[src/rtl/thinning_conditional_mark_core_defines.svh]
// ----------------------------------------------------------------------------
// Thinning conditional mark: assertion macros
// Shared assertion macros for the thinning conditional mark block. Each
// macro samples on clk and is disabled while rst is high.
// ----------------------------------------------------------------------------
`ifndef THINNING_CONDITIONAL_MARK_CORE_DEFINES_SVH
`define THINNING_CONDITIONAL_MARK_CORE_DEFINES_SVH

`ifndef NO_ASSERTIONS
// Same-cycle implication.
`define TCMK_ASSERT_NOW(lbl, pre, post) \
  lbl: assert property (@(posedge clk) disable iff (rst) (pre) |-> (post)) \
    else $error("tcmk assertion failed");
// Next-cycle implication.
`define TCMK_ASSERT_NEXT(lbl, pre, post) \
  lbl: assert property (@(posedge clk) disable iff (rst) (pre) |=> (post)) \
    else $error("tcmk assertion failed");
`else
`define TCMK_ASSERT_NOW(lbl, pre, post)
`define TCMK_ASSERT_NEXT(lbl, pre, post)
`endif

`endif

[src/rtl/tcmk_pkg.sv]
// ----------------------------------------------------------------------------
// Thinning conditional mark package
// Types, register indexes, defaults and the conditional pattern lookup
// shared by the thinning conditional mark modules.
// ----------------------------------------------------------------------------
`default_nettype none

package tcmk_pkg;

  // Default image size limits.
  localparam int MAX_WIDTH_DEF  = 1024;
  localparam int MAX_HEIGHT_DEF = 4096;

  // Configuration register layout.
  localparam int CFG_IDX_W  = 2;
  localparam int CFG_DATA_W = 13;
  localparam int IMG_W_W    = 11;
  localparam int IMG_H_W    = 13;

  localparam logic [CFG_IDX_W-1:0] REG_IMAGE_WIDTH  = 2'd0;
  localparam logic [CFG_IDX_W-1:0] REG_IMAGE_HEIGHT = 2'd1;

  localparam logic [IMG_W_W-1:0] IMAGE_WIDTH_RESET  = 11'd256;
  localparam logic [IMG_H_W-1:0] IMAGE_HEIGHT_RESET = 13'd256;

  // Grey level that binarizes to foreground.
  localparam logic [7:0] FOREGROUND = 8'd255;

  // Window geometry: columns of the 3x3 window, two of them held in cells.
  localparam int WIN_COLS = 3;

  // One window column, top row first.
  typedef struct packed {
    logic top;
    logic mid;
    logic bot;
  } col_t;

  // Bond of a window: corners weigh 1, edge neighbors weigh 2.
  function automatic logic [3:0] bond_of(input logic [8:0] w);
    logic [3:0] b;
    b = 4'(w[8]) + 4'(w[6]) + 4'(w[2]) + 4'(w[0])
      + {2'b00, w[7], 1'b0} + {2'b00, w[5], 1'b0}
      + {2'b00, w[3], 1'b0} + {2'b00, w[1], 1'b0};
    return b;
  endfunction

  // Bond that a conditional pattern is listed under, zero if not listed.
  function automatic logic [3:0] pattern_bond(input logic [8:0] w);
    logic [3:0] b;
    unique case (w)
      9'h098, 9'h0B0, 9'h032, 9'h01A,
      9'h059, 9'h1D0, 9'h134, 9'h017: b = 4'd4;
      9'h198, 9'h099, 9'h0F0, 9'h05A,
      9'h0D8, 9'h1B0, 9'h036, 9'h01B: b = 4'd5;
      9'h199, 9'h0F4, 9'h1D8, 9'h0D9, 9'h1F0,
      9'h1B4, 9'h136, 9'h037, 9'h01F, 9'h05B: b = 4'd6;
      9'h1D9, 9'h1F4, 9'h137, 9'h05F: b = 4'd7;
      9'h0DB, 9'h1F8, 9'h1B6, 9'h03F: b = 4'd8;
      9'h1DB, 9'h0DF, 9'h1FC, 9'h1F9,
      9'h1F6, 9'h1B7, 9'h13F, 9'h07F: b = 4'd9;
      9'h1DF, 9'h1FD, 9'h1F7, 9'h17F: b = 4'd10;
      default: b = 4'd0;
    endcase
    return b;
  endfunction

  // Conditional mark of a full window: center set, bond 4..10, pattern listed.
  function automatic logic mark_of(input logic [8:0] w);
    logic [3:0] b;
    logic [3:0] pb;
    b  = bond_of(w);
    pb = pattern_bond(w);
    return w[4] && (b >= 4'd4) && (b <= 4'd10) && (pb == b);
  endfunction

endpackage

`default_nettype wire

[src/rtl/tcmk_ram.sv]
// ----------------------------------------------------------------------------
// Thinning conditional mark line RAM
// Generic single write port, single read port RAM with registered read data.
// The read register holds its value while no read is enabled.
// ----------------------------------------------------------------------------
`default_nettype none

module tcmk_ram #(
  parameter int WIDTH = 2,
  parameter int DEPTH = 1024
) (
  input  wire logic                     clk,
  input  wire logic                     we,
  input  wire logic [$clog2(DEPTH)-1:0] waddr,
  input  wire logic [WIDTH-1:0]         wdata,
  input  wire logic                     re,
  input  wire logic [$clog2(DEPTH)-1:0] raddr,
  output logic      [WIDTH-1:0]         rdata
);

  logic [WIDTH-1:0] mem [DEPTH];

  // Write port and registered read port.
  always_ff @(posedge clk) begin
    if (we) begin
      mem[waddr] <= wdata;
    end
    if (re) begin
      rdata <= mem[raddr];
    end
  end

endmodule

`default_nettype wire

[src/rtl/tcmk_cell.sv]
// ----------------------------------------------------------------------------
// Thinning conditional mark window cell
// Holds one column of the 3x3 window and passes it to the next cell each
// time the window advances.
// ----------------------------------------------------------------------------
`default_nettype none

module tcmk_cell (
  input  wire logic          clk,
  input  wire logic          rst,
  input  wire logic          shift,
  input  wire tcmk_pkg::col_t col_in,
  output tcmk_pkg::col_t      col
);

  import tcmk_pkg::*;

  // Column register, loaded from the neighbor on a window shift.
  always_ff @(posedge clk) begin
    if (rst) begin
      col <= '0;
    end else if (shift) begin
      col <= col_in;
    end
  end

endmodule

`default_nettype wire

[src/rtl/thinning_conditional_mark_core.sv]
// ----------------------------------------------------------------------------
// Thinning conditional mark core
// First stage of 3x3 morphological thinning over a raster pixel stream.
// ----------------------------------------------------------------------------
// Takes one grey pixel per clock in raster order while the output is not
// stalled (only 255 counts as foreground) and returns one request per
// interior pixel carrying the conditional mark of its 3x3 window and a flag
// on the last interior pixel of the image; border pixels give no result.
// Throughput is one pixel per cycle unless the output stalls, set by the
// single line RAM that is read at the pixel's column when it is accepted and
// written back when stage one advances. A result is presented from the output
// register once its pixel leaves stage one. Writing either size register
// restarts the frame at its first pixel; sizes are clamped to 3..MAX_WIDTH and
// 3..MAX_HEIGHT. Line RAM contents are not cleared, so the image width may
// not grow without starting over from a full first two rows.
`default_nettype none

`include "thinning_conditional_mark_core_defines.svh"

module thinning_conditional_mark_core #(
  parameter int MAX_WIDTH  = tcmk_pkg::MAX_WIDTH_DEF,
  parameter int MAX_HEIGHT = tcmk_pkg::MAX_HEIGHT_DEF
) (
  input  wire logic                              clk,
  input  wire logic                              rst,
  // Configuration writes
  input  wire logic                              cfg_valid,
  output logic                                   cfg_ready,
  input  wire logic [tcmk_pkg::CFG_IDX_W-1:0]    cfg_index,
  input  wire logic [tcmk_pkg::CFG_DATA_W-1:0]   cfg_data,
  // Pixel input
  input  wire logic                              in_valid,
  output logic                                   in_ready,
  input  wire logic [7:0]                        pixel,
  // Mark output
  output logic                                   out_valid,
  input  wire logic                              out_ready,
  output logic                                   mark,
  output logic                                   last
);

  import tcmk_pkg::*;

  localparam int CNTW = $clog2(MAX_WIDTH);
  localparam int RCW  = $clog2(MAX_HEIGHT);
  localparam int WW   = $clog2(MAX_WIDTH + 1);
  localparam int HW   = $clog2(MAX_HEIGHT + 1);
  localparam int CWW  = (WW > IMG_W_W) ? WW : IMG_W_W;
  localparam int CWH  = (HW > IMG_H_W) ? HW : IMG_H_W;
  localparam int NCELL = WIN_COLS - 1;

  logic [IMG_W_W-1:0] image_width;
  logic [IMG_H_W-1:0] image_height;
  logic [CNTW-1:0]    col_count;
  logic [RCW-1:0]     row_count;

  logic [CWW-1:0]  w_ext;
  logic [CWH-1:0]  h_ext;
  logic [WW-1:0]   w_use;
  logic [HW-1:0]   h_use;
  logic [CNTW-1:0] w_m1;
  logic [RCW-1:0]  h_m1;

  logic            cfg_we;
  logic            in_acc;
  logic            at_row_end;
  logic            at_col_end;

  logic            s1_valid;
  logic [CNTW-1:0] s1_addr;
  logic            s1_cur;
  logic            s1_emit;
  logic            s1_last;
  logic            s1_adv;

  logic [1:0]      rd_data;
  col_t            new_col;
  col_t            cols [NCELL];
  logic [8:0]      win_next;

  assign cfg_ready = 1'b1;
  assign cfg_we    = cfg_valid && cfg_ready
                  && (cfg_index == REG_IMAGE_WIDTH || cfg_index == REG_IMAGE_HEIGHT);
  assign in_acc    = in_valid && in_ready;

  // Image size in use, clamped to the supported range.
  always_comb begin
    w_ext = CWW'(image_width);
    h_ext = CWH'(image_height);
    if (w_ext < CWW'(3)) begin
      w_use = WW'(3);
    end else if (w_ext > CWW'(MAX_WIDTH)) begin
      w_use = WW'(MAX_WIDTH);
    end else begin
      w_use = WW'(w_ext);
    end
    if (h_ext < CWH'(3)) begin
      h_use = HW'(3);
    end else if (h_ext > CWH'(MAX_HEIGHT)) begin
      h_use = HW'(MAX_HEIGHT);
    end else begin
      h_use = HW'(h_ext);
    end
    w_m1 = CNTW'(w_use - WW'(1));
    h_m1 = RCW'(h_use - HW'(1));
  end

  assign at_col_end = (col_count == w_m1);
  assign at_row_end = (row_count == h_m1);

  // Size registers; any listed write restarts the frame.
  always_ff @(posedge clk) begin
    if (rst) begin
      image_width  <= IMAGE_WIDTH_RESET;
      image_height <= IMAGE_HEIGHT_RESET;
    end else if (cfg_valid && cfg_ready) begin
      if (cfg_index == REG_IMAGE_WIDTH) begin
        image_width <= cfg_data[IMG_W_W-1:0];
      end else if (cfg_index == REG_IMAGE_HEIGHT) begin
        image_height <= cfg_data[IMG_H_W-1:0];
      end
    end
  end

  // Raster position of the next pixel.
  always_ff @(posedge clk) begin
    if (rst || cfg_we) begin
      col_count <= '0;
      row_count <= '0;
    end else if (in_acc) begin
      if (at_col_end) begin
        col_count <= '0;
        row_count <= at_row_end ? '0 : row_count + RCW'(1);
      end else begin
        col_count <= col_count + CNTW'(1);
      end
    end
  end

  // Stage one holds the accepted pixel while the line RAM is read.
  assign s1_adv   = s1_valid && (!out_valid || out_ready);
  assign in_ready = !s1_valid || s1_adv;

  always_ff @(posedge clk) begin
    if (rst) begin
      s1_valid <= 1'b0;
    end else if (in_acc) begin
      s1_valid <= 1'b1;
    end else if (s1_adv) begin
      s1_valid <= 1'b0;
    end
  end

  always_ff @(posedge clk) begin
    if (in_acc) begin
      s1_addr <= col_count;
      s1_cur  <= (pixel == FOREGROUND);
      s1_emit <= (row_count >= RCW'(2)) && (col_count >= CNTW'(2));
      s1_last <= at_row_end && at_col_end;
    end
  end

  // Line RAM: bit 1 is two rows up, bit 0 is one row up.
  tcmk_ram #(
    .WIDTH (2),
    .DEPTH (MAX_WIDTH)
  ) u_line_ram (
    .clk   (clk),
    .we    (s1_adv),
    .waddr (s1_addr),
    .wdata ({rd_data[0], s1_cur}),
    .re    (in_acc),
    .raddr (col_count),
    .rdata (rd_data)
  );

  // Newest window column and the chain of column cells behind it.
  assign new_col = '{top: rd_data[1], mid: rd_data[0], bot: s1_cur};

  for (genvar i = 0; i < NCELL; i++) begin : g_cell
    tcmk_cell u_cell (
      .clk    (clk),
      .rst    (rst),
      .shift  (s1_adv),
      .col_in ((i == 0) ? new_col : cols[(i == 0) ? 0 : i - 1]),
      .col    (cols[i])
    );
  end

  // Window after the shift, top-left in bit 8.
  assign win_next = {cols[1].top, cols[0].top, new_col.top,
                     cols[1].mid, cols[0].mid, new_col.mid,
                     cols[1].bot, cols[0].bot, new_col.bot};

  // Output register.
  always_ff @(posedge clk) begin
    if (rst) begin
      out_valid <= 1'b0;
    end else if (s1_adv) begin
      out_valid <= s1_emit;
    end else if (out_ready) begin
      out_valid <= 1'b0;
    end
  end

  always_ff @(posedge clk) begin
    if (s1_adv) begin
      mark <= mark_of(win_next);
      last <= s1_last;
    end
  end

  // Position stays inside the image in use.
  `TCMK_ASSERT_NOW(a_col_in_range, 1'b1, col_count <= w_m1)
  `TCMK_ASSERT_NOW(a_row_in_range, 1'b1, row_count <= h_m1)
  // Write-back never hits the column being read in the same cycle.
  `TCMK_ASSERT_NOW(a_ram_no_clash, s1_adv && in_acc, s1_addr != col_count)
  // A stalled stage one keeps its pixel and blocks new input.
  `TCMK_ASSERT_NEXT(a_s1_hold, s1_valid && !s1_adv, s1_valid && $stable(s1_addr))
  `TCMK_ASSERT_NOW(a_full_blocks, s1_valid && out_valid && !out_ready, !in_ready)

endmodule

`default_nettype wire

[config.mk]
export PLATFORM = sky130hd
export DESIGN_NAME = thinning_conditional_mark_core
export DESIGN_NICKNAME = d
export VERILOG_FILES = /design/src/rtl/tcmk_pkg.sv /design/src/rtl/tcmk_ram.sv /design/src/rtl/tcmk_cell.sv /design/src/rtl/thinning_conditional_mark_core.sv
export VERILOG_INCLUDE_DIRS = /design/src /design/src/rtl
export SDC_FILE = /design/constraint.sdc
export NUM_CORES = 2
export LEC_CHECK = 0
export BUFFER_PORTS_ARGS = -buffer_cell sky130_fd_sc_hd__buf_4
export CORE_MARGIN = 4
export CORE_UTILIZATION = 41
export CTS_CLUSTER_DIAMETER = 50
export DETAILED_ROUTE_END_ITERATION = 10
export PLACE_DENSITY_LB_ADDON = 0.12
export SYNTH_ARGS = -nofsm -noshare
export SYNTH_HDL_FRONTEND = slang
export SYNTH_SLANG_ARGS = --single-unit
[constraint.sdc]
create_clock -name clk -period 42.9 [get_ports clk]
set_clock_uncertainty 0.15 [all_clocks]
set_input_delay 8.58 -clock clk [delete_from_list [all_inputs] [get_ports clk]]
set_output_delay 8.58 -clock clk [all_outputs]
set_load 0.05 [all_outputs]
==> metrics.txt <==
status finished clean; Resized Gates After CTS 0; CTS Sinks between 2k and 2.5k; WS Path Type in2out; post-route ant nets 0; Post-CTS Hold Buffers 0; Via-to-Cell Ratio between 5 and 6; Post-Layout Cell Count 8292; FFs w/ async S/R, synth 0%; layout cells sized above 1 20.07%; launching point of the worst reg2reg path col_count[0]; Tcrit/Tclk final between 40% and 50%; nets@finish 5308; DRT Pass-1 Iters 5; Core ar. 0.2121 mm^2; flops & latches, synth 2119; Placed Cells 7859; most frequent cells in the layout edfxtp_1 (2065), nor2_1 (1116), mux4_2 (486), clkbuf_16 (228), nand2_1 (206); Setup Viol. Count Final 0; Max Slew Vio Count 0; die area about 0.22 mm^2; Synth Flop Type edfxtp_1; routed length per instance 31.64 um; Gate Count Post-Synth 5262; Reg2Reg Setup Slack ~36 ns; Setup crit start kind input port; CTS tree built; GRT Overall Usage 23.45%; Final Hold Viols 0; hpwl dp 143000 um; Hold Crit Class reg2reg; Post-Syn Area 0.08739 mm^2; r2r worst-path depth 11; post-route setup TNS 0 ns; Power Density 44.77 mW/mm^2; area grow syn2layout 12.77%; CTS Buf Count roughly 230; Initial DRC Count roughly 6k; initial core utilization 41.21%; footprint of the multi-input gates between 0.02 and 0.025 mm^2; Worst Setup EP in_ready; setup ws final 25.04 ns; Rows 169; Syn Nets approximately 5.3k; main combinational cell family by area after synthesis multiplexers; unrepaired setup endpoints after global routing no; Setup WS pre-CTS 25.06 ns; clock root cell clkbuf_16; Ports 33; clock insertion delay at the later pin of the skew report 0.88 ns; total gr overflow 0; # DRC 0; via count around 49k; Post-synth EDFFs 2065; initial antenna violation count 22; Synth Area in Adders 0.2062%; R2R Path End u_line_ram.rdata[1]; mux share of post-synthesis cell area 14.09%; Max-Cap Viols 0; first-pass GRT wire length 371700 um; H-tree depth 4; largest net degree at the start of global routing 233; Critical Path RT ~34 ns; worst-margin pin slew 1.322 ns; drt total wl 262300 um; Compound-Gate Fraction of Synth Area 3.426%; Die H 469.7 um; post-synthesis xor/xnor area fraction less than 1%; Clk pin slew, worst setup/hold paths about 0.050 ns; fill count roughly 18k; Die X 469.7 um; Setup crit end kind output port; Yosys cell types 87; Max Fclk 0.05599 GHz; CP Max Fanout 3; worst path arrival time 9.13 ns; routability congestion estimate 0.8007; syn avg cell area 16.61 um^2; sequential-to-total area share from yosys stat between 70 and 80%; leakage power slightly below 30 nW; Rel. slew slack around an eighth; CTS max path bufs 3; Synth Area in Simple Gates 7.651%; hold_sp s1_last; Worst VDD drop 0.00004184 V; synthesis warning total 0; hold slack final ~0.27 ns; commonest non-fill, non-tap cell in the layout edfxtp_1; number of port buffers 31; sequential cell area roughly 0.063 mm^2; worst setup path startpoint out_ready; vias in the first global route slightly below 50k; # Post-CTS Setup Buffers 0; Final min period roughly 18 ns
-- power by group --
| group | internal, mW | total [mW] | switching (mW) |
|---|---|---|---|
| Clock | 1.11 | 1.95 | 0.841 |
| Sequential | 2.27 | 2.28 | 0.00619 |
| Combinational | 0.0682 | 0.183 | 0.114 |
-- worst min-delay path by stage --
stage	endpoint	slack (ns)	depth (start not counted)
final	last	0.27	0
after global routing	last	0.28	0
after CTS	last	0.28	0
after detailed placement	last	0.28	0
after global placement	last	0.25	0
after floorplan	last	0.25	0
-- cell type report --
| type | count | share of cell area [%] |
|---|---|---|
| Antenna cell | 5 | 0.01270 |
| Clock buffer | 273 | 6.021 |
| Clock inverter | 155 | 1.501 |
| Inverter | 25 | 0.09521 |
| Multi-Input combinational cell | 2706 | 23.22 |
| Sequential cell | 2119 | 64.03 |
| Tap cell | 2821 | 3.581 |
| Timing Repair Buffer | 188 | 1.534 |
-- per-stage QoR --
| stage | cell area, um^2 | power (mW) | util, % |
|---|---|---|---|
| 5_1_grt | 98550 | 4.548 | 46.47 |
| 6_report | 98560 | 4.412 | 46.47 |
| 4_1_cts | 98550 | 4.447 | 46.46 |
| 3_5_place_dp | 91130 | 2.507 | 42.97 |
| 2_1_floorplan | 87390 | 2.473 | - |
| 3_3_place_gp | 91130 | 2.506 | 42.97 |
-- synth_stat cells, types with 10 or more instances --
library cell,number,area [um^2]
a21oi_1,77,385.4
dfxtp_1,54,1081
nand4_1,13,81.33
nor2_1,1121,4208
clkbuf_1,265,994.7
nand3_1,60,300.3
a22o_1,11,96.34
nor2b_1,24,150.1
o22ai_1,73,456.7
a221oi_1,14,122.6
nor3b_1,12,90.09
a32oi_1,14,122.6
a211oi_1,12,90.09
or3_1,11,68.82
xnor2_1,24,210.2
a31oi_1,15,93.84
nor3_1,39,195.2
nand2_1,218,818.3
edfxtp_1,2065,62010
xor2_1,16,140.1
nor4_1,22,137.6
buf_2,74,370.4
or3b_2,10,87.58
inv_1,21,78.83
and3_1,16,100.1
buf_4,11,82.58
mux2i_1,131,1311
nand3b_1,11,82.58
o21ai_0,36,180.2
a22oi_1,90,675.7
buf_1,61,229.0
mux4_2,486,10950
-- registers in the layout (all words and copies together) (netlist names) --
name               flops
last                   1
s1_last                1
s1_cur                 1
h_ext                 13
s1_addr               10
out_valid              1
col_count             10
image_width           11
s1_valid               1
u_line_ram.mem      2048
g_cell.u_cell.col      6
s1_emit                1
row_count             12
u_line_ram.rdata       2
mark                   1
-- critical path: stages --
cell	delay, ns
buf_4	0.11
nand3b_1	0.20
buf_4	0.23
-- cells by family (layout without fill, tap and decap cells) --
logic type,Yosys count,after routing
AOI/OAI and AO/OA,427,427
adders and majority gates,12,12
xor gates and xnor gates,40,40
buffers and inverters,437,641
muxes,622,622
and+or+nand+nor,1604,1604
DFF,2119,2119
other,1,6
-- per-layer routing --
metal  GRT usage (%)  up-vias  share of wire (%)
li1                -    20610                  -
met1           33.85    26370                 43
met2           37.27     1843                 47
met3           4.113      338                7.5
met4           5.671        6                2.2
met5               0        -              0.016
Note: power is estimated with default switching activity, not from simulation.
